`src/rtl/core/ealu_pkg.sv`:
```
// ----------------------------------------------------------------------------
// ealu_pkg
// Shared types and constants of the 8-bit ALU with Z/N/H/C flags.
// ----------------------------------------------------------------------------
package ealu_pkg;

  localparam int OP_W      = 5;
  localparam int BYTE_W    = 8;
  localparam int WORD_W    = 16;
  localparam int FLAG_W    = 4;
  localparam int BIT_IDX_W = 3;

  localparam int FLAG_Z = 3;
  localparam int FLAG_N = 2;
  localparam int FLAG_H = 1;
  localparam int FLAG_C = 0;

  localparam logic [BYTE_W-1:0] DAA_ADJ_HI   = 8'h60;
  localparam logic [BYTE_W-1:0] DAA_ADJ_LO   = 8'h06;
  localparam logic [BYTE_W-1:0] DAA_HI_LIMIT = 8'h99;
  localparam logic [3:0]        DAA_LO_LIMIT = 4'h9;

  typedef enum logic [OP_W-1:0] {
    OP_ADD    = 5'd0,
    OP_ADC    = 5'd1,
    OP_SUB    = 5'd2,
    OP_SBC    = 5'd3,
    OP_AND    = 5'd4,
    OP_OR     = 5'd5,
    OP_XOR    = 5'd6,
    OP_CP     = 5'd7,
    OP_INC    = 5'd8,
    OP_DEC    = 5'd9,
    OP_DAA    = 5'd10,
    OP_CPL    = 5'd11,
    OP_CCF    = 5'd12,
    OP_SCF    = 5'd13,
    OP_RLC    = 5'd14,
    OP_RL     = 5'd15,
    OP_RRC    = 5'd16,
    OP_RR     = 5'd17,
    OP_SLA    = 5'd18,
    OP_SRA    = 5'd19,
    OP_SRL    = 5'd20,
    OP_SWAP   = 5'd21,
    OP_BIT    = 5'd22,
    OP_SET    = 5'd23,
    OP_RES    = 5'd24,
    OP_SP_ADD = 5'd25
  } op_e;

  typedef struct packed {
    logic [OP_W-1:0]      op;
    logic [BYTE_W-1:0]    operand_a;
    logic [BYTE_W-1:0]    operand_b;
    logic [BIT_IDX_W-1:0] bit_index;
    logic [FLAG_W-1:0]    flags_in;
    logic [WORD_W-1:0]    stack_pointer;
  } ealu_req_t;

  typedef struct packed {
    logic [BYTE_W-1:0] result_byte;
    logic [WORD_W-1:0] result_word;
    logic [FLAG_W-1:0] flags_out;
  } ealu_rsp_t;

endpackage

```
`src/rtl/core/ealu_req_if.sv`:
```
// ----------------------------------------------------------------------------
// ealu_req_if
// Operation channel: valid/ready handshake with the operation payload.
// ----------------------------------------------------------------------------
interface ealu_req_if import ealu_pkg::*; ();

  logic                 valid;
  logic                 ready;
  logic [OP_W-1:0]      op;
  logic [BYTE_W-1:0]    operand_a;
  logic [BYTE_W-1:0]    operand_b;
  logic [BIT_IDX_W-1:0] bit_index;
  logic [FLAG_W-1:0]    flags_in;
  logic [WORD_W-1:0]    stack_pointer;

  modport source (
    output valid, op, operand_a, operand_b, bit_index, flags_in, stack_pointer,
    input  ready
  );

  modport sink (
    input  valid, op, operand_a, operand_b, bit_index, flags_in, stack_pointer,
    output ready
  );

endinterface

```
`src/rtl/core/ealu_rsp_if.sv`:
```
// ----------------------------------------------------------------------------
// ealu_rsp_if
// Result channel: valid/ready handshake with the result payload.
// ----------------------------------------------------------------------------
interface ealu_rsp_if import ealu_pkg::*; ();

  logic              valid;
  logic              ready;
  logic [BYTE_W-1:0] result_byte;
  logic [WORD_W-1:0] result_word;
  logic [FLAG_W-1:0] flags_out;

  modport source (
    output valid, result_byte, result_word, flags_out,
    input  ready
  );

  modport sink (
    input  valid, result_byte, result_word, flags_out,
    output ready
  );

endinterface

```
`src/rtl/core/ealu_core.sv`:
```
// ----------------------------------------------------------------------------
// ealu_core
// Single-pass ALU datapath: byte result, stack pointer word and new flags.
// ----------------------------------------------------------------------------
module ealu_core import ealu_pkg::*; (
  input  ealu_req_t req_i,
  output ealu_rsp_t rsp_o
);

  logic [BYTE_W-1:0]   a;
  logic [BYTE_W-1:0]   b;
  logic [FLAG_W-1:0]   f;
  logic                cin;
  logic                add_t;
  logic                sub_t;
  logic [BYTE_W:0]     add9;
  logic [4:0]          add_lo;
  logic [BYTE_W:0]     sub9;
  logic [4:0]          sub_lo;
  logic [BYTE_W-1:0]   inc_byte;
  logic [BYTE_W-1:0]   dec_byte;
  logic [BYTE_W-1:0]   daa_byte;
  logic                daa_c;
  logic [BYTE_W-1:0]   bit_mask;
  logic [WORD_W-1:0]   sp_off;
  logic [WORD_W-1:0]   sp_sum;
  logic [WORD_W-1:0]   sp_x;
  logic [BYTE_W-1:0]   res_byte;
  logic [WORD_W-1:0]   res_word;
  logic [FLAG_W-1:0]   nf;

  assign a     = req_i.operand_a;
  assign b     = req_i.operand_b;
  assign f     = req_i.flags_in;
  assign cin   = f[FLAG_C];
  assign add_t = (req_i.op == OP_ADC) & cin;
  assign sub_t = (req_i.op == OP_SBC) & cin;

  assign add9   = {1'b0, a} + {1'b0, b} + {{BYTE_W{1'b0}}, add_t};
  assign add_lo = {1'b0, a[3:0]} + {1'b0, b[3:0]} + {4'b0, add_t};
  assign sub9   = {1'b0, a} - {1'b0, b} - {{BYTE_W{1'b0}}, sub_t};
  assign sub_lo = {1'b0, a[3:0]} - {1'b0, b[3:0]} - {4'b0, sub_t};

  assign inc_byte = a + 8'd1;
  assign dec_byte = a - 8'd1;
  assign bit_mask = 8'd1 << req_i.bit_index;

  assign sp_off = {{(WORD_W-BYTE_W){b[BYTE_W-1]}}, b};
  assign sp_sum = req_i.stack_pointer + sp_off;
  assign sp_x   = req_i.stack_pointer ^ sp_off ^ sp_sum;

  always_comb begin
    daa_byte = a;
    daa_c    = cin;
    if (f[FLAG_N]) begin
      if (f[FLAG_C]) daa_byte = daa_byte - DAA_ADJ_HI;
      if (f[FLAG_H]) daa_byte = daa_byte - DAA_ADJ_LO;
    end else begin
      if (f[FLAG_C] || (a > DAA_HI_LIMIT)) begin
        daa_byte = daa_byte + DAA_ADJ_HI;
        daa_c    = 1'b1;
      end
      if (f[FLAG_H] || (a[3:0] > DAA_LO_LIMIT)) daa_byte = daa_byte + DAA_ADJ_LO;
    end
  end

  always_comb begin
    res_byte = a;
    res_word = '0;
    nf       = f;
    unique case (req_i.op)
      OP_ADD, OP_ADC: begin
        res_byte     = add9[BYTE_W-1:0];
        nf           = '0;
        nf[FLAG_Z]   = ~|add9[BYTE_W-1:0];
        nf[FLAG_H]   = add_lo[4];
        nf[FLAG_C]   = add9[BYTE_W];
      end
      OP_SUB, OP_SBC, OP_CP: begin
        if (req_i.op != OP_CP) res_byte = sub9[BYTE_W-1:0];
        nf           = '0;
        nf[FLAG_Z]   = ~|sub9[BYTE_W-1:0];
        nf[FLAG_N]   = 1'b1;
        nf[FLAG_H]   = sub_lo[4];
        nf[FLAG_C]   = sub9[BYTE_W];
      end
      OP_AND: begin
        res_byte     = a & b;
        nf           = '0;
        nf[FLAG_Z]   = ~|(a & b);
        nf[FLAG_H]   = 1'b1;
      end
      OP_OR: begin
        res_byte     = a | b;
        nf           = '0;
        nf[FLAG_Z]   = ~|(a | b);
      end
      OP_XOR: begin
        res_byte     = a ^ b;
        nf           = '0;
        nf[FLAG_Z]   = ~|(a ^ b);
      end
      OP_INC: begin
        res_byte     = inc_byte;
        nf[FLAG_Z]   = ~|inc_byte;
        nf[FLAG_N]   = 1'b0;
        nf[FLAG_H]   = &a[3:0];
      end
      OP_DEC: begin
        res_byte     = dec_byte;
        nf[FLAG_Z]   = ~|dec_byte;
        nf[FLAG_N]   = 1'b1;
        nf[FLAG_H]   = ~|a[3:0];
      end
      OP_DAA: begin
        res_byte     = daa_byte;
        nf[FLAG_Z]   = ~|daa_byte;
        nf[FLAG_H]   = 1'b0;
        nf[FLAG_C]   = daa_c;
      end
      OP_CPL: begin
        res_byte     = ~a;
        nf[FLAG_N]   = 1'b1;
        nf[FLAG_H]   = 1'b1;
      end
      OP_CCF: begin
        nf[FLAG_N]   = 1'b0;
        nf[FLAG_H]   = 1'b0;
        nf[FLAG_C]   = ~cin;
      end
      OP_SCF: begin
        nf[FLAG_N]   = 1'b0;
        nf[FLAG_H]   = 1'b0;
        nf[FLAG_C]   = 1'b1;
      end
      OP_RLC: begin
        res_byte     = {a[6:0], a[7]};
        nf           = '0;
        nf[FLAG_Z]   = ~|a;
        nf[FLAG_C]   = a[7];
      end
      OP_RL: begin
        res_byte     = {a[6:0], cin};
        nf           = '0;
        nf[FLAG_Z]   = ~|{a[6:0], cin};
        nf[FLAG_C]   = a[7];
      end
      OP_RRC: begin
        res_byte     = {a[0], a[7:1]};
        nf           = '0;
        nf[FLAG_Z]   = ~|a;
        nf[FLAG_C]   = a[0];
      end
      OP_RR: begin
        res_byte     = {cin, a[7:1]};
        nf           = '0;
        nf[FLAG_Z]   = ~|{cin, a[7:1]};
        nf[FLAG_C]   = a[0];
      end
      OP_SLA: begin
        res_byte     = {a[6:0], 1'b0};
        nf           = '0;
        nf[FLAG_Z]   = ~|a[6:0];
        nf[FLAG_C]   = a[7];
      end
      OP_SRA: begin
        res_byte     = {a[7], a[7:1]};
        nf           = '0;
        nf[FLAG_Z]   = ~|a[7:1];
        nf[FLAG_C]   = a[0];
      end
      OP_SRL: begin
        res_byte     = {1'b0, a[7:1]};
        nf           = '0;
        nf[FLAG_Z]   = ~|a[7:1];
        nf[FLAG_C]   = a[0];
      end
      OP_SWAP: begin
        res_byte     = {a[3:0], a[7:4]};
        nf           = '0;
        nf[FLAG_Z]   = ~|a;
      end
      OP_BIT: begin
        nf[FLAG_Z]   = ~|(a & bit_mask);
        nf[FLAG_N]   = 1'b0;
        nf[FLAG_H]   = 1'b1;
      end
      OP_SET: begin
        res_byte     = a | bit_mask;
      end
      OP_RES: begin
        res_byte     = a & ~bit_mask;
      end
      OP_SP_ADD: begin
        res_byte     = '0;
        res_word     = sp_sum;
        nf           = '0;
        nf[FLAG_H]   = sp_x[4];
        nf[FLAG_C]   = sp_x[8];
      end
      default: begin
        res_byte     = a;
      end
    endcase
  end

  assign rsp_o.result_byte = res_byte;
  assign rsp_o.result_word = res_word;
  assign rsp_o.flags_out   = nf;

endmodule

```
`src/rtl/core/eight_bit_cpu_alu_with_flags_top.sv`:
```
// ----------------------------------------------------------------------------
// eight_bit_cpu_alu_with_flags_top
// 8-bit ALU with Z/N/H/C flags, 16-bit stack pointer offset add.
// ----------------------------------------------------------------------------
// The block takes one operation per clock cycle and returns one result for
// each operation, in order. A transferred operation is held in the operand
// register, then its result goes through the single-pass datapath into the
// result register. Both registers hold under backpressure, so with rsp_o.ready
// held high the block sustains one operation every cycle.
module eight_bit_cpu_alu_with_flags_top import ealu_pkg::*; (
  input  logic       clk_i,
  input  logic       rst_ni,
  ealu_req_if.sink   req_i,
  ealu_rsp_if.source rsp_o
);

  ealu_req_t req_q;
  logic      req_valid_q;
  ealu_rsp_t core_rsp;
  ealu_rsp_t rsp_q;
  logic      rsp_valid_q;
  logic      rsp_load;
  logic      req_load;

  assign rsp_load = req_valid_q && (!rsp_valid_q || rsp_o.ready);
  assign req_i.ready = !req_valid_q || rsp_load;
  assign req_load = req_i.valid && req_i.ready;

  always_ff @(posedge clk_i or negedge rst_ni) begin
    if (!rst_ni) begin
      req_valid_q <= 1'b0;
    end else if (req_i.ready) begin
      req_valid_q <= req_i.valid;
    end
  end

  always_ff @(posedge clk_i) begin
    if (req_load) begin
      req_q.op            <= req_i.op;
      req_q.operand_a     <= req_i.operand_a;
      req_q.operand_b     <= req_i.operand_b;
      req_q.bit_index     <= req_i.bit_index;
      req_q.flags_in      <= req_i.flags_in;
      req_q.stack_pointer <= req_i.stack_pointer;
    end
  end

  ealu_core u_core (
    .req_i (req_q),
    .rsp_o (core_rsp)
  );

  always_ff @(posedge clk_i or negedge rst_ni) begin
    if (!rst_ni) begin
      rsp_valid_q <= 1'b0;
    end else if (!rsp_valid_q || rsp_o.ready) begin
      rsp_valid_q <= req_valid_q;
    end
  end

  always_ff @(posedge clk_i) begin
    if (rsp_load) begin
      rsp_q <= core_rsp;
    end
  end

  assign rsp_o.valid       = rsp_valid_q;
  assign rsp_o.result_byte = rsp_q.result_byte;
  assign rsp_o.result_word = rsp_q.result_word;
  assign rsp_o.flags_out   = rsp_q.flags_out;

  a_empty_ready: assert property (@(posedge clk_i) disable iff (!rst_ni)
    !req_valid_q |-> req_i.ready)
    else $error("operand register empty but not ready");

  a_ready_advances: assert property (@(posedge clk_i) disable iff (!rst_ni)
    (req_i.ready && req_valid_q) |-> rsp_load)
    else $error("ready with full operand register that does not advance");

  a_result_capture: assert property (@(posedge clk_i) disable iff (!rst_ni)
    rsp_load |=> (rsp_valid_q && (rsp_q == $past(core_rsp))))
    else $error("result register lost a computed result");

  a_hold_stalled: assert property (@(posedge clk_i) disable iff (!rst_ni)
    (req_valid_q && !rsp_load) |=> req_valid_q)
    else $error("stalled operation dropped");

endmodule

```
`src/flat_wrapper.sv`:
```
// flat-port wrapper written by rule: the top's interface ports become plain ports
module eight_bit_cpu_alu_with_flags_top_flat import ealu_pkg::*;
  (clk_i, rst_ni, req_i_valid, req_i_op, req_i_operand_a, req_i_operand_b, req_i_bit_index, req_i_flags_in, req_i_stack_pointer, req_i_ready, rsp_o_valid, rsp_o_result_byte, rsp_o_result_word, rsp_o_flags_out, rsp_o_ready);
  ealu_req_if req_i_i ();
  ealu_rsp_if rsp_o_i ();
  input  logic clk_i;
  input  logic rst_ni;
  input wire logic [$bits(req_i_i.valid)-1:0] req_i_valid;
  input wire logic [$bits(req_i_i.op)-1:0] req_i_op;
  input wire logic [$bits(req_i_i.operand_a)-1:0] req_i_operand_a;
  input wire logic [$bits(req_i_i.operand_b)-1:0] req_i_operand_b;
  input wire logic [$bits(req_i_i.bit_index)-1:0] req_i_bit_index;
  input wire logic [$bits(req_i_i.flags_in)-1:0] req_i_flags_in;
  input wire logic [$bits(req_i_i.stack_pointer)-1:0] req_i_stack_pointer;
  output wire logic [$bits(req_i_i.ready)-1:0] req_i_ready;
  output wire logic [$bits(rsp_o_i.valid)-1:0] rsp_o_valid;
  output wire logic [$bits(rsp_o_i.result_byte)-1:0] rsp_o_result_byte;
  output wire logic [$bits(rsp_o_i.result_word)-1:0] rsp_o_result_word;
  output wire logic [$bits(rsp_o_i.flags_out)-1:0] rsp_o_flags_out;
  input wire logic [$bits(rsp_o_i.ready)-1:0] rsp_o_ready;
  assign req_i_i.valid = req_i_valid;
  assign req_i_i.op = req_i_op;
  assign req_i_i.operand_a = req_i_operand_a;
  assign req_i_i.operand_b = req_i_operand_b;
  assign req_i_i.bit_index = req_i_bit_index;
  assign req_i_i.flags_in = req_i_flags_in;
  assign req_i_i.stack_pointer = req_i_stack_pointer;
  assign req_i_ready = req_i_i.ready;
  assign rsp_o_valid = rsp_o_i.valid;
  assign rsp_o_result_byte = rsp_o_i.result_byte;
  assign rsp_o_result_word = rsp_o_i.result_word;
  assign rsp_o_flags_out = rsp_o_i.flags_out;
  assign rsp_o_i.ready = rsp_o_ready;
  eight_bit_cpu_alu_with_flags_top u_core (.clk_i(clk_i), .rst_ni(rst_ni), .req_i(req_i_i), .rsp_o(rsp_o_i));
endmodule
```
`config.mk`:
```
export PLATFORM = sky130hd
export DESIGN_NAME = eight_bit_cpu_alu_with_flags_top_flat
export DESIGN_NICKNAME = d
export VERILOG_FILES = /design/src/rtl/core/ealu_pkg.sv /design/src/rtl/core/ealu_req_if.sv /design/src/rtl/core/ealu_rsp_if.sv /design/src/rtl/core/ealu_core.sv /design/src/rtl/core/eight_bit_cpu_alu_with_flags_top.sv /design/src/flat_wrapper.sv
export SDC_FILE = /design/constraint.sdc
export NUM_CORES = 1
export LEC_CHECK = 0
export BUFFER_PORTS_ARGS = -buffer_cell sky130_fd_sc_hd__buf_4
export CAP_MARGIN = 5
export CORE_MARGIN = 8
export CORE_UTILIZATION = 40
export CTS_CLUSTER_DIAMETER = 80
export DETAILED_ROUTE_END_ITERATION = 16
export SLEW_MARGIN = 0
export SYNTH_ARGS = -nofsm -noshare
export SYNTH_HDL_FRONTEND = slang
export SYNTH_HIERARCHICAL = 1
export SYNTH_SLANG_ARGS = --single-unit
```
`constraint.sdc`:
```
create_clock -name clk_i -period 3.2 [get_ports clk_i]
set_input_delay 0.16 -clock clk_i [delete_from_list [all_inputs] [get_ports clk_i]]
set_output_delay 0.16 -clock clk_i [all_outputs]
set_load 0.05 [all_outputs]
```
## After elaboration in Yosys (flattened, before gate mapping)

Cells that the tools add are included.

- Register bits after elaboration: 74
- Bits in latches: 0
- RAM bits: 0
- Bits in read-only memories: 0
- Bits of input ports: 48
- Output and inout bits: 30
- Word-level logic and storage cells: 134
- Memories: 0

- $add $sub $neg: 15
- Multipliers: 0
- Divide/modulo/power cells: 0
- Order comparisons: 2
- Eq/ne operators: 26
- Shifts and indexed selects: 1
- Multiplexer cells: 15
- Bitwise gates (word level): 13
- Reduce and logical (&&, ||, !) cells: 51

Operator list:

| operator | count |
|---|---|
| $pmux W8 S20 | 1 |
| $reduce_or A8 Y1 | 12 |
| $mux W8 | 8 |
| $eq A5 B5 Y1 const B | 10 |
| $eq A5 B4 Y1 const B | 8 |
| $and A8 B8 Y8 | 3 |
| $eq A5 B3 Y1 const B | 4 |
| $reduce_or A18 Y1 | 1 |
| $xor A9 B9 Y9 | 2 |
| $logic_not A1 Y1 | 17 |
| $add A16 B16 Y16 | 1 |
| $not A8 Y8 | 2 |
| $or A8 B8 Y8 | 2 |
| $pmux W1 S15 | 1 |
| $reduce_or A7 Y1 | 2 |
| $reduce_or A13 Y1 | 1 |
| $reduce_or A3 Y1 | 4 |
| $reduce_or A4 Y1 | 3 |
| $eq A5 B2 Y1 const B | 2 |
| $add A8 B8 Y9 | 1 |
| $add A9 B1 Y9 | 1 |
| $pmux W1 S9 | 1 |
| $sub A8 B8 Y9 | 1 |
| $sub A9 B1 Y9 | 1 |
| other kinds (27) | 34 |

## Longest topological paths before layout

Gate-level depths: netlist of the first run.

- Word-level depth: 10
- Gate-level depth with buffers: 14
- Mapped depth without buffers: 12

## Modules after synthesis

Netlist of the first run, hierarchy kept.

Modules (own cells, without submodules):

| module | instances | cells an instance | area each (µm²) | seq. area each (µm²) |
|---|---|---|---|---|
| ealu_core | 1 | 633 | 4312.9 | 0.0 |
| eight_bit_cpu_alu_with_flags_top | 1 | 80 | 2265.9 | 2212.1 |

## Worst setup path after synthesis of the first run

OpenSTA, ideal clock, no wires.

- Path type: reg2reg
- From: reg u_core/req_q[41] in the netlist's numbering
- To: reg u_core.rsp_q, in the netlist u_core/rsp_o.flags_out[3], data pin
- Library setup time: 157 ps
- Data arrival time: 3319 ps
- Data required time: 3043 ps
- Slack: -276 ps
- Stages on the path, launching flop included: 14
- Buffers on the path: 3
- Clock period less this slack: 3476 ps
- Cells stage by stage: edfxtp_1 > buf_2 > buf_2 > clkbuf_1 > nand4b_1 > fa_1 > fa_1 > o21ai_0 > nor2b_1 > xnor2_1 > or3_1 > nor4_1 > nor4_1 > a32oi_1

RTL lines:

| element | RTL line | RTL |
|---|---|---|
| from (decl) | eight_bit_cpu_alu_with_flags_top.sv:17 | `ealu_req_t req_q;` |
| to (signal assigned) | eight_bit_cpu_alu_with_flags_top.sv:63 | `rsp_q <= core_rsp;` |
| to (decl) | eight_bit_cpu_alu_with_flags_top.sv:20 | `ealu_rsp_t rsp_q;` |

==> flow_summary.ini, run 1 <==
[sta]
skew_ns = 0.00551
setup_ws_ns = -0.116
holdWs_ns = 0.0128
rsz0062_at_grt = yes
slew_headroom_pct = 53.7
period_share_pct = 104
max_freq_mhz = 302
tightest_slew_ns = 0.687
finalHoldViolCount = 0
finalSetupViolations = 2
period_minus_slack_ns = 3.32
drv_slew = 0

[flow_run]
cap_violations = 0

[pwr]
p_total_w = 0.00359
ir_worst_vdd_uv = 252
power_density_nw_per_um2 = 409
power.leakage_nw = 3.55

[setup_path]
worst-setup-path-type = reg2reg
end_kind = flop
cp.arrival_ns = 3.40
required_ns = 3.28
cp-start-kind = flop
r2r_slack_ns = -0.12
critPathMaxFanout = 4

[floorplan]
initial_core_util_pct = 40.2
die_area_um2 = 20800
pin_count = 78
core_area_um2 = 16300
die_y_um = 144
die_x_um = 144
fp-row-count = 47

[cts]
insertion_delay_ns = 0.35
h-tree-depth = 3
clock_sinks = 74
cts.path.max_buffers = 2
clkSlewWorstSetupHoldPaths_ns = 0.06
cts_tree = yes
root_buffer = clkbuf_16
cts_made_buffers = 9

[routing]
dr.first_iter.drc_count = 659
finalWirelength_mm = 28.3
routed-via-count = 6760
drc_errors = 0
drt.antenna.violating_nets = 0
wl_per_cell_um = 25.4
viasPerCell = 6.08
dr.pass1.iters = 7

[placement]
gp_congestion = 0.963
dp_slack_ns = -0.0915
hpwl_mm = 21.5
io_buffers = 77

[global_routing]
gr-usage-all-layers_pct = 27.4
grt_overflow = 0
antenna_found_initial = 0
grt_pass1_vias = 6745
grt_first_pass_wirelength_mm = 41.2
grt_start_max_net_pins = 45

[synth]
ys_async_sr_fraction_pct = 2.70
ys_types = 77
ys_warn_count = 6
synth_area_um2 = 6580
synth_nets = 821
synth-seq-cells = 74
synth_cells = 713
synth-main-ff-cell = edfxtp_1
syn_avg_cell_area_um2 = 9.23
synth_edf_count = 72
seq_area_frac_synth_pct = 33.6

[cells_and_area]
multi_input_area_um2 = 4210
fill_cells = 1562
seqCellArea_um2 = 2210
nets = 994
post_route_cells_drive_above_1_share_pct = 23.6
area_growth_pct = 33.1
num_antenna_cells = 0

[hold_path]
hold_path_class = in2reg

[run_status]
violations = negative setup slack
outcome = finished, violations left
[through the flow]
stage                     cell area (um2)  util [%]  TNS [ns]  instances
after floorplan                      6630         -   -0.0140        713
after global placement               7870      48.2   -0.0726       1047
after detailed placement             7870      48.2    -0.231       1047
after CTS                            8630      52.8         0       1107
after global routing                 8760      53.6    -0.464       1111
final                                8760      53.6    -0.186       1111
[worst max-delay path: stages, from the launching register on]
cell and delay, ns:
edfxtp_1 0.44, and2_1 0.17, nand4b_1 0.22, fa_2 0.49, buf_4 0.16, ha_4 0.21, a211oi_4 0.30, o21bai_1 0.15
a21oi_1 0.19, xnor2_1 0.13, buf_4 0.15, o2bb2ai_1 0.12, a211oi_1 0.17, o221ai_1 0.14
[Yosys cell counts, drive strengths merged, types with 5 or more instances]
library cell / count / area share [%]
edfxtp: 72 / 33
ha: 55 / 10
nor2: 55 / 3.2
nand2: 49 / 2.8
a21oi: 42 / 3.2
o21ai: 42 / 3.2
inv: 35 / 2.0
xnor2: 35 / 4.7
clkbuf: 24 / 1.4
nor3: 23 / 1.7
nand3: 17 / 1.3
nor2b: 16 / 1.5
buf: 15 / 1.2
nand2b: 14 / 1.3
xor2: 12 / 1.6
and2: 11 / 1.1
mux2i: 11 / 1.7
nand4: 10 / 0.95
a221oi: 9 / 1.2
a21o: 8 / 0.91
o211ai: 8 / 0.91
or3: 8 / 0.76
a211oi: 7 / 0.80
o2111ai: 7 / 0.93
o21bai: 7 / 0.80
nor3b: 6 / 0.86
nor4: 6 / 0.57
a2111oi: 5 / 0.76
a22o: 5 / 0.67
a32oi: 5 / 0.67
and3: 5 / 0.48
fa: 5 / 1.5
nor4b: 5 / 0.67
o221ai: 5 / 0.67
o31ai: 5 / 0.57
[area by class of cell]
class,instances,share of cell area [%]
Tap cell,220,3.14
Timing Repair Buffer,201,18.5
Multi-Input combinational cell,562,48.1
Clock buffer,10,2.61
Sequential cell,74,25.3
Inverter,38,1.63
Clock inverter,6,0.828
[cell families (layout without fill, tap and decap cells)]
logic type | count (synthesis) | in the layout | synth area share, %
xor gates and xnor gates | 47 | 47 | 6.26
muxes | 17 | 17 | 3.04
DFF | 74 | 74 | 33.6
buffers and inverters | 77 | 255 | 4.77
adders and majority gates | 60 | 60 | 12.0
AOI/OAI and AO/OA | 197 | 197 | 20.8
and+or+nand+nor | 241 | 241 | 19.5
[worst paths after layout]
kind                                                    endpoint                            from  cells after the start
max in group asynchronous         u_core/rsp_o.valid$_DFFE_PN0P_                          rst_ni                      2
max reg2reg                u_core/rsp_o.result_byte[5]$_DFFE_PP_      u_core/req_q[39]$_DFFE_PP_                     13
min reg2reg                       u_core/rsp_o.valid$_DFFE_PN0P_  u_core/req_valid_q$_DFFE_PN0P_                      1
min                                   u_core/req_q[42]$_DFFE_PP_                     req_i_op[3]                      1
max                        u_core/rsp_o.result_byte[5]$_DFFE_PP_      u_core/req_q[39]$_DFFE_PP_                     13
min in group asynchronous         u_core/req_valid_q$_DFFE_PN0P_                          rst_ni                      2
[registers in the layout, summed over array words and instances (netlist names)]
register / flops
u_core/req_valid_q: 1
u_core/rsp_o.flags_out: 4
u_core/req_q: 44
u_core/rsp_o.result_byte: 8
u_core/rsp_o.valid: 1
u_core/rsp_o.result_word: 16
[what timing repair did]
| action | CTS | global route |
|---|---|---|
| hold buffers | 43 | 0 |
| hold endpoints to repair | 44 | 0 |
| gates resized for setup | 4 | 18 |
| pin swaps | 3 | 15 |
| buffers inserted | 1 | 4 |
| endpoints found under the setup margin | 5 | 6 |
[cells in the final DEF (no fill, tap or decap), drive strengths merged, types with 5 or more instances in the layout]
| cell type | n |
|---|---|
| nand2b | 14 |
| nand3 | 17 |
| nor4b | 5 |
| o21bai | 7 |
| a32oi | 5 |
| or3 | 8 |
| inv | 38 |
| and3 | 5 |
| buf | 158 |
| o31ai | 5 |
| mux2i | 11 |
| o221ai | 5 |
| nor3b | 6 |
| o211ai | 8 |
| fa | 5 |
| nor4 | 6 |
| and2 | 11 |
| nor2b | 16 |
| nor3 | 23 |
| a211oi | 7 |
| dlygate4sd3 | 43 |
| xor2 | 12 |
| clkbuf | 10 |
| nand2 | 49 |
| a221oi | 9 |
| ha | 55 |
| nand4 | 10 |
| a22o | 5 |
| nor2 | 55 |
| xnor2 | 35 |
| edfxtp | 72 |
| a21o | 8 |
| o21ai | 42 |
| o2111ai | 7 |
| a2111oi | 5 |
| a21oi | 42 |
[power by group]
group          internal [W]  switching, W  leakage (nW)
Sequential          0.00115     0.0000540         0.722
Combinational      0.000532      0.000784          2.68
Clock              0.000614      0.000448         0.144
Total               0.00230       0.00129          3.55
[routing by layer]
layer,vias to the layer above,routed length (um),track usage (%)
met2,359,12500,41.9
li1,3030,-,-
met4,0,975,12.0
met1,3310,12200,36.0
met3,61,2570,6.87
met5,-,0,0
Note: power is estimated with default switching activity, not from simulation.
==> inputs of run 2 (changes only) <==
--- a/config.mk
+++ b/config.mk
@@ -8,9 +8,10 @@
 export BUFFER_PORTS_ARGS = -buffer_cell sky130_fd_sc_hd__buf_4
 export CAP_MARGIN = 5
 export CORE_MARGIN = 8
-export CORE_UTILIZATION = 40
+export CORE_UTILIZATION = 50
 export CTS_CLUSTER_DIAMETER = 80
 export DETAILED_ROUTE_END_ITERATION = 16
+export PLACE_DENSITY = 0.7
 export SLEW_MARGIN = 0
 export SYNTH_ARGS = -nofsm -noshare
 export SYNTH_HDL_FRONTEND = slang
==> constraint.sdc (replaced) <==
create_clock -name clk_i -period 3.4 [get_ports clk_i]
set_input_delay 0.17 -clock clk_i [delete_from_list [all_inputs] [get_ports clk_i]]
set_output_delay 0.17 -clock clk_i [all_outputs]
set_load 0.05 [all_outputs]
==> run 2 against run 1 <==
Against the previous run:
- the run now ends clean
- sequential power down 6%
- worst hold slack got worse by 0.0017 ns
- sequential share of layout area rose by 1.1 points
- core utilization grew 11 points
- cell count is 5.9% lower
- die area fell by 18%
- combinational power shrank 13%
- clock skew increased by 0.011 ns
- via count shrank 0.62%
- largest cell class unchanged
- highest routed layer is now met5
==> flow_summary.ini, run 2 (synthesis gave the netlist of run 1 again) <==
[run_status]
outcome = completed

[global_routing]
gr-usage-all-layers_pct = 31.8
grt_start_max_net_pins = 45
grt_first_pass_wirelength_mm = 39.9
grt_overflow = 0
grt_pass1_vias = 6610
antenna_found_initial = 3

[setup_path]
slowest_stage = fa_1
critPathTopFamily = adder cells
cp.arrival_ns = 3.39
required_ns = 3.48
max_stage_delay_ns = 0.47
worstPathCellList = buf_4 -> and2_1 -> nand4b_1 -> fa_1 -> fa_2 -> o21ai_1 -> nor2b_2 -> xnor2_1 -> a21boi_0 -> o2111ai_1 -> mux2_2
cp-start-kind = flop
end_kind = flop
cp_num_cells = 11
critPathMaxFanout = 4
cp_num_buf_inv = 1
worstRegToRegCells = 11
worst-setup-path-type = reg2reg

[sta]
drv_slew = 0
period_share_pct = 97.3
max_freq_mhz = 302
skew_ns = 0.0162
period_minus_slack_ns = 3.31
slew_headroom_pct = 43.8
tightest_slew_ns = 0.836
finalSetupViolations = 0
finalSetupTns_ns = 0
finalHoldViolCount = 0
rsz0062_at_grt = no

[pwr]
power.leakage_nw = 3.40
power_density_nw_per_um2 = 382
ir_worst_vdd_uv = 282

[routing]
drc_errors = 0
dr.first_iter.drc_count = 953
viasPerCell = 6.42
routed-via-count = 6718
finalWirelength_mm = 26.5
wl_per_cell_um = 25.3
drt.antenna.violating_nets = 0
dr.pass1.iters = 6

[cells_and_area]
nets = 972
layout_common_cells = 140 x buf_4, 72 x edfxtp_1, 55 x ha_1
largest-register = u_core/req_q
final_common_cell = buf_4
layoutNonFillerInstCount = 1046
largest_register_ffs = 44
area_growth_pct = 27.5
post_route_cells_drive_above_1_share_pct = 20.1

[floorplan]
die_area_um2 = 17100
die_y_um = 131
pin_count = 78
die_x_um = 131
initial_core_util_pct = 50.5
core_area_um2 = 13000
fp-row-count = 42

[placement]
io_buffers = 77
dp_cells = 989
gp_congestion = 1.03
hpwl_mm = 19.9

[cts]
clock_sinks = 74
cts.path.max_buffers = 2
cts_made_buffers = 9
cts_tree = yes
clkSlewWorstSetupHoldPaths_ns = 0.05
h-tree-depth = 3
root_buffer = clkbuf_16
insertion_delay_ns = 0.35

[hold_path]
hold_depth = 1
hold_path_class = in2reg

[flow_run]
cap_violations = 0
[run 2: path summary, 6_finish.rpt]
check / slack [ns] / end / from
worst min register to register: 0.56 / u_core/rsp_o.valid$_DFFE_PN0P_ / u_core/req_valid_q$_DFFE_PN0P_
max in group asynchronous: 3.13 / u_core/req_valid_q$_DFFE_PN0P_ / rst_ni
worst max register to register: 0.09 / u_core/rsp_o.flags_out[1]$_DFFE_PP_ / u_core/req_q[40]$_DFFE_PP_
min in group asynchronous: 0.18 / u_core/req_valid_q$_DFFE_PN0P_ / rst_ni
worst min-delay path: 0.01 / u_core/req_q[39]$_DFFE_PP_ / req_i_op[0]
worst max-delay path: 0.09 / u_core/rsp_o.flags_out[1]$_DFFE_PP_ / u_core/req_q[40]$_DFFE_PP_
[run 2: stage by stage]
step	hold slack [ns]	area [um2]	setup WS [ns]	power (W)	util [%]
after floorplan	-0.126	6590	0.000924	0.00183	-
after global placement	-0.0480	7680	0.163	0.00221	58.9
after detailed placement	-0.0471	7680	0.0743	0.00223	58.9
after CTS	0.00170	8320	0.0451	0.00318	63.9
after global routing	0.0000704	8390	0.0279	0.00334	64.4
final	0.0111	8390	0.0932	0.00321	64.4
[run 2: cell type report]
type	count	area, um2
inverter	38	143
timing repair buffer	179	1440
multi-input combinational	562	4090
antenna	1	2.50
clock buffer	11	243
tap	176	220
sequential	74	2210
fill	1079	4640
clock inverter	5	37.5
[run 2: what timing repair did]
action | in CTS | in global routing
setup buffers | 0 | 1
hold endpoints to repair | 37 | 3
resized for setup | 0 | 6
setup endpoints to repair | 0 | 6
hold buffers | 36 | 3
[run 2: power by group]
part | leakage (nW) | internal (W) | total (W) | switching [W]
logic | 2.54 | 0.000453 | 0.00115 | 0.000698
registers | 0.722 | 0.00109 | 0.00114 | 0.0000525
clock network | 0.132 | 0.000517 | 0.000916 | 0.000398
[run 2: per-layer routing]
metal	routed length (um)	part of all wire, %	global-route usage (%)	vias up
li1	-	-	-	2990
met5	27	0.10	0	-
met4	1030	3.9	13.4	4
met1	10700	40	41.5	3233
met2	11900	45	48.8	415
met3	2830	11	8.69	76
==> inputs of run 3 (changes only) <==
--- a/config.mk
+++ b/config.mk
@@ -6,12 +6,13 @@
 export NUM_CORES = 1
 export LEC_CHECK = 0
 export BUFFER_PORTS_ARGS = -buffer_cell sky130_fd_sc_hd__buf_4
-export CAP_MARGIN = 5
+export CAP_MARGIN = 20
 export CORE_MARGIN = 8
 export CORE_UTILIZATION = 50
 export CTS_CLUSTER_DIAMETER = 80
 export DETAILED_ROUTE_END_ITERATION = 16
 export PLACE_DENSITY = 0.7
+export REMOVE_ABC_BUFFERS = 1
 export SLEW_MARGIN = 0
 export SYNTH_ARGS = -nofsm -noshare
 export SYNTH_HDL_FRONTEND = slang
==> constraint.sdc (replaced) <==
create_clock -name clk_i -period 3.3 [get_ports clk_i]
set_input_delay 0.165 -clock clk_i [delete_from_list [all_inputs] [get_ports clk_i]]
set_output_delay 0.165 -clock clk_i [all_outputs]
set_load 0.05 [all_outputs]
==> run 3 against run 2 <==
Against the previous run:
- cell count rose by 0.19%
- critical path depth rose by 1
- global-route usage is 0.75 points lower
- setup slack better by 0.037 ns
- core utilization increased by 0.16 points
- first-iteration DRC count down 9.9%
- sequential cell count did not move
- die area stayed put
- clock skew shrank 0.010 ns
- clock power increased by 2.6%
- register-to-register slack improved by 0.04 ns
- total power increased by 2.7%
- largest power group unchanged
==> flow_summary.ini, run 3 (synthesis gave the netlist of run 1 again) <==
[run_status]
outcome = completed

[global_routing]
grt_start_max_net_pins = 45
antenna_found_initial = 1
grt_pass1_vias = 6714
grt_overflow = 0
grt_first_pass_wirelength_mm = 38.9
gr-usage-all-layers_pct = 31.0

[cts]
h-tree-depth = 3
clock_sinks = 74
cts.path.max_buffers = 2
root_buffer = clkbuf_16
cts_made_buffers = 9
insertion_delay_ns = 0.35
cts_tree = yes
clkSlewWorstSetupHoldPaths_ns = 0.06

[sta]
skew_ns = 0.00587
drv_slew = 0
finalHoldViolCount = 0
period_share_pct = 96.1
period_minus_slack_ns = 3.17
max_freq_mhz = 315
tightest_slew_ns = 0.881
slew_headroom_pct = 40.8
finalSetupViolations = 0
rsz0062_at_grt = yes
finalSetupTns_ns = 0
holdWs_ns = 0.00848

[placement]
dp_cells = 986
gp_congestion = 1.03
dpl-instance-area_um2 = 7650
hpwl_mm = 19.3
io_buffers = 77

[routing]
wl_per_cell_um = 24.6
wl_met3_mm = 2.97
routed-via-count = 6707
top_layer = met4
drt.antenna.violating_nets = 0
wl_met1_mm = 9.92
dr_wl_met2_mm = 11.4
dr.first_iter.drc_count = 859
viasPerCell = 6.40
finalWirelength_mm = 25.8
dr.pass1.iters = 9
drc_errors = 0

[pwr]
power.internal_w = 0.00210
power.leakage_nw = 3.40
p_comb_share_pct = 35.9
power_density_nw_per_um2 = 391
p_sw_w = 0.00119
switching_share_pct = 36.1
ir_worst_vdd_uv = 363
clkPwrFrac_pct = 28.5
seqPwrFrac_pct = 35.5

[cells_and_area]
post_route_cells_drive_above_1_share_pct = 19.6
area_growth_pct = 27.9
final_common_cell = buf_4
largest_register_ffs = 44
fin_area_um2 = 8410
largest-register = u_core/req_q
layout_common_cells = 136 x buf_4, 72 x edfxtp_1, 55 x ha_1
layoutNonFillerInstCount = 1048
nets = 974
fill_cells = 1099

[floorplan]
pin_count = 78
initial_core_util_pct = 50.5
die_x_um = 131
die_y_um = 131
die_area_um2 = 17100
core_area_um2 = 13000
fp-row-count = 42

[setup_path]
cp-start-kind = flop
r2r-end = u_core/rsp_o.flags_out[3]$_DFFE_PP_
worstRegToRegCells = 12
reg2reg_from = u_core/req_q[40]$_DFFE_PP_
cp.arrival_ns = 3.36
worstPathCellList = nand2b_1 -> nor4b_4 -> fa_2 -> inv_1 -> fa_1 -> nor2b_1 -> o21ai_1 -> a21boi_1 -> o31a_1 -> a21oi_1 -> or4bb_1 -> a32oi_1
max_stage_delay_ns = 0.51
r2r_slack_ns = 0.13
crit_path_end = u_core/rsp_o.flags_out[3]$_DFFE_PP_
end_kind = flop
crit_start = u_core/req_q[40]$_DFFE_PP_
required_ns = 3.49
worst-setup-path-type = reg2reg
critPathMaxFanout = 3
slowest_stage = or4bb_1

[hold_path]
hold_path_class = in2reg

[flow_run]
cap_violations = 0
[run 3: changes by cell type in the layout (fill, tap and decap cells not counted), sizes merged]
cell / delta
clkinvlp: -1
clkbuf: -2
buf: -4
clkinv: +1
dlygate4sd3: +6
inv: +2
[run 3: what timing repair did]
item                       CTS  global route
gates resized for setup      1             9
pin swaps                    0             1
buffers inserted             0             0
hold buffers                45             0
hold endpoints to repair    46             0
setup endpoints to repair    1             6
[run 3: area by class of cell]
type                            instances  area (um2)  area share (%)
Timing Repair Buffer                  181        1470            17.5
Sequential cell                        74        2210            26.3
Antenna cell                            1        2.50          0.0297
Multi-Input combinational cell        562        4090            48.6
Clock inverter                          7        51.3           0.610
Clock buffer                            9         225            2.68
Tap cell                              176         220            2.62
Inverter                               38         143            1.70
[run 3: power groups by stage]
stage,clock network [W],logic [W],registers [W]
after floorplan,0,0.000549,0.00132
after global placement,0,0.00108,0.00119
after detailed placement,0,0.00109,0.00119
after CTS,0.000955,0.00114,0.00117
after global routing,0.000991,0.00125,0.00118
final,0.000940,0.00118,0.00117
[run 3: worst min path at each step]
stage	from	slack (ns)	end	cells after the start
after CTS	req_i_valid	0.004	u_core/req_valid_q$_DFFE_PN0P_	2
after floorplan	rst_ni	-0.13	u_core/req_valid_q$_DFFE_PN0P_	0
after global placement	rst_ni	-0.05	u_core/rsp_o.valid$_DFFE_PN0P_	1
final	req_i_valid	0.008	u_core/req_valid_q$_DFFE_PN0P_	2
after global routing	req_i_valid	0.04	u_core/req_valid_q$_DFFE_PN0P_	2
after detailed placement	rst_ni	-0.05	u_core/req_valid_q$_DFFE_PN0P_	1
[run 3: per-layer routing]
layer	global-route usage, %	vias up
met1	37.7	3185
met3	9.66	106
met5	0	-
met2	48.0	426
li1	-	2990
met4	17.8	0
[run 3: worst max-delay path, delay by kind of cell, from the launching register on]
family	cells	cell delay (ns)
AND/OR/NAND/NOR	4	1.14
buffers and inverters	1	0.06
flip-flops	1	0.40
AO/OA/AOI/OAI	5	0.69
adder cells (fa/ha/maj)	2	0.71
[run 3: stage by stage]
step | utilization [%] | setup WS [ns] | total power (W)
2_1_floorplan | - | -0.158 | 0.00187
3_3_place_gp | 58.7 | 0.0144 | 0.00227
3_5_place_dp | 58.7 | -0.0836 | 0.00228
4_1_cts | 64.3 | 0.0474 | 0.00327
5_1_grt | 64.5 | -0.0509 | 0.00342
6_report | 64.5 | 0.130 | 0.00329
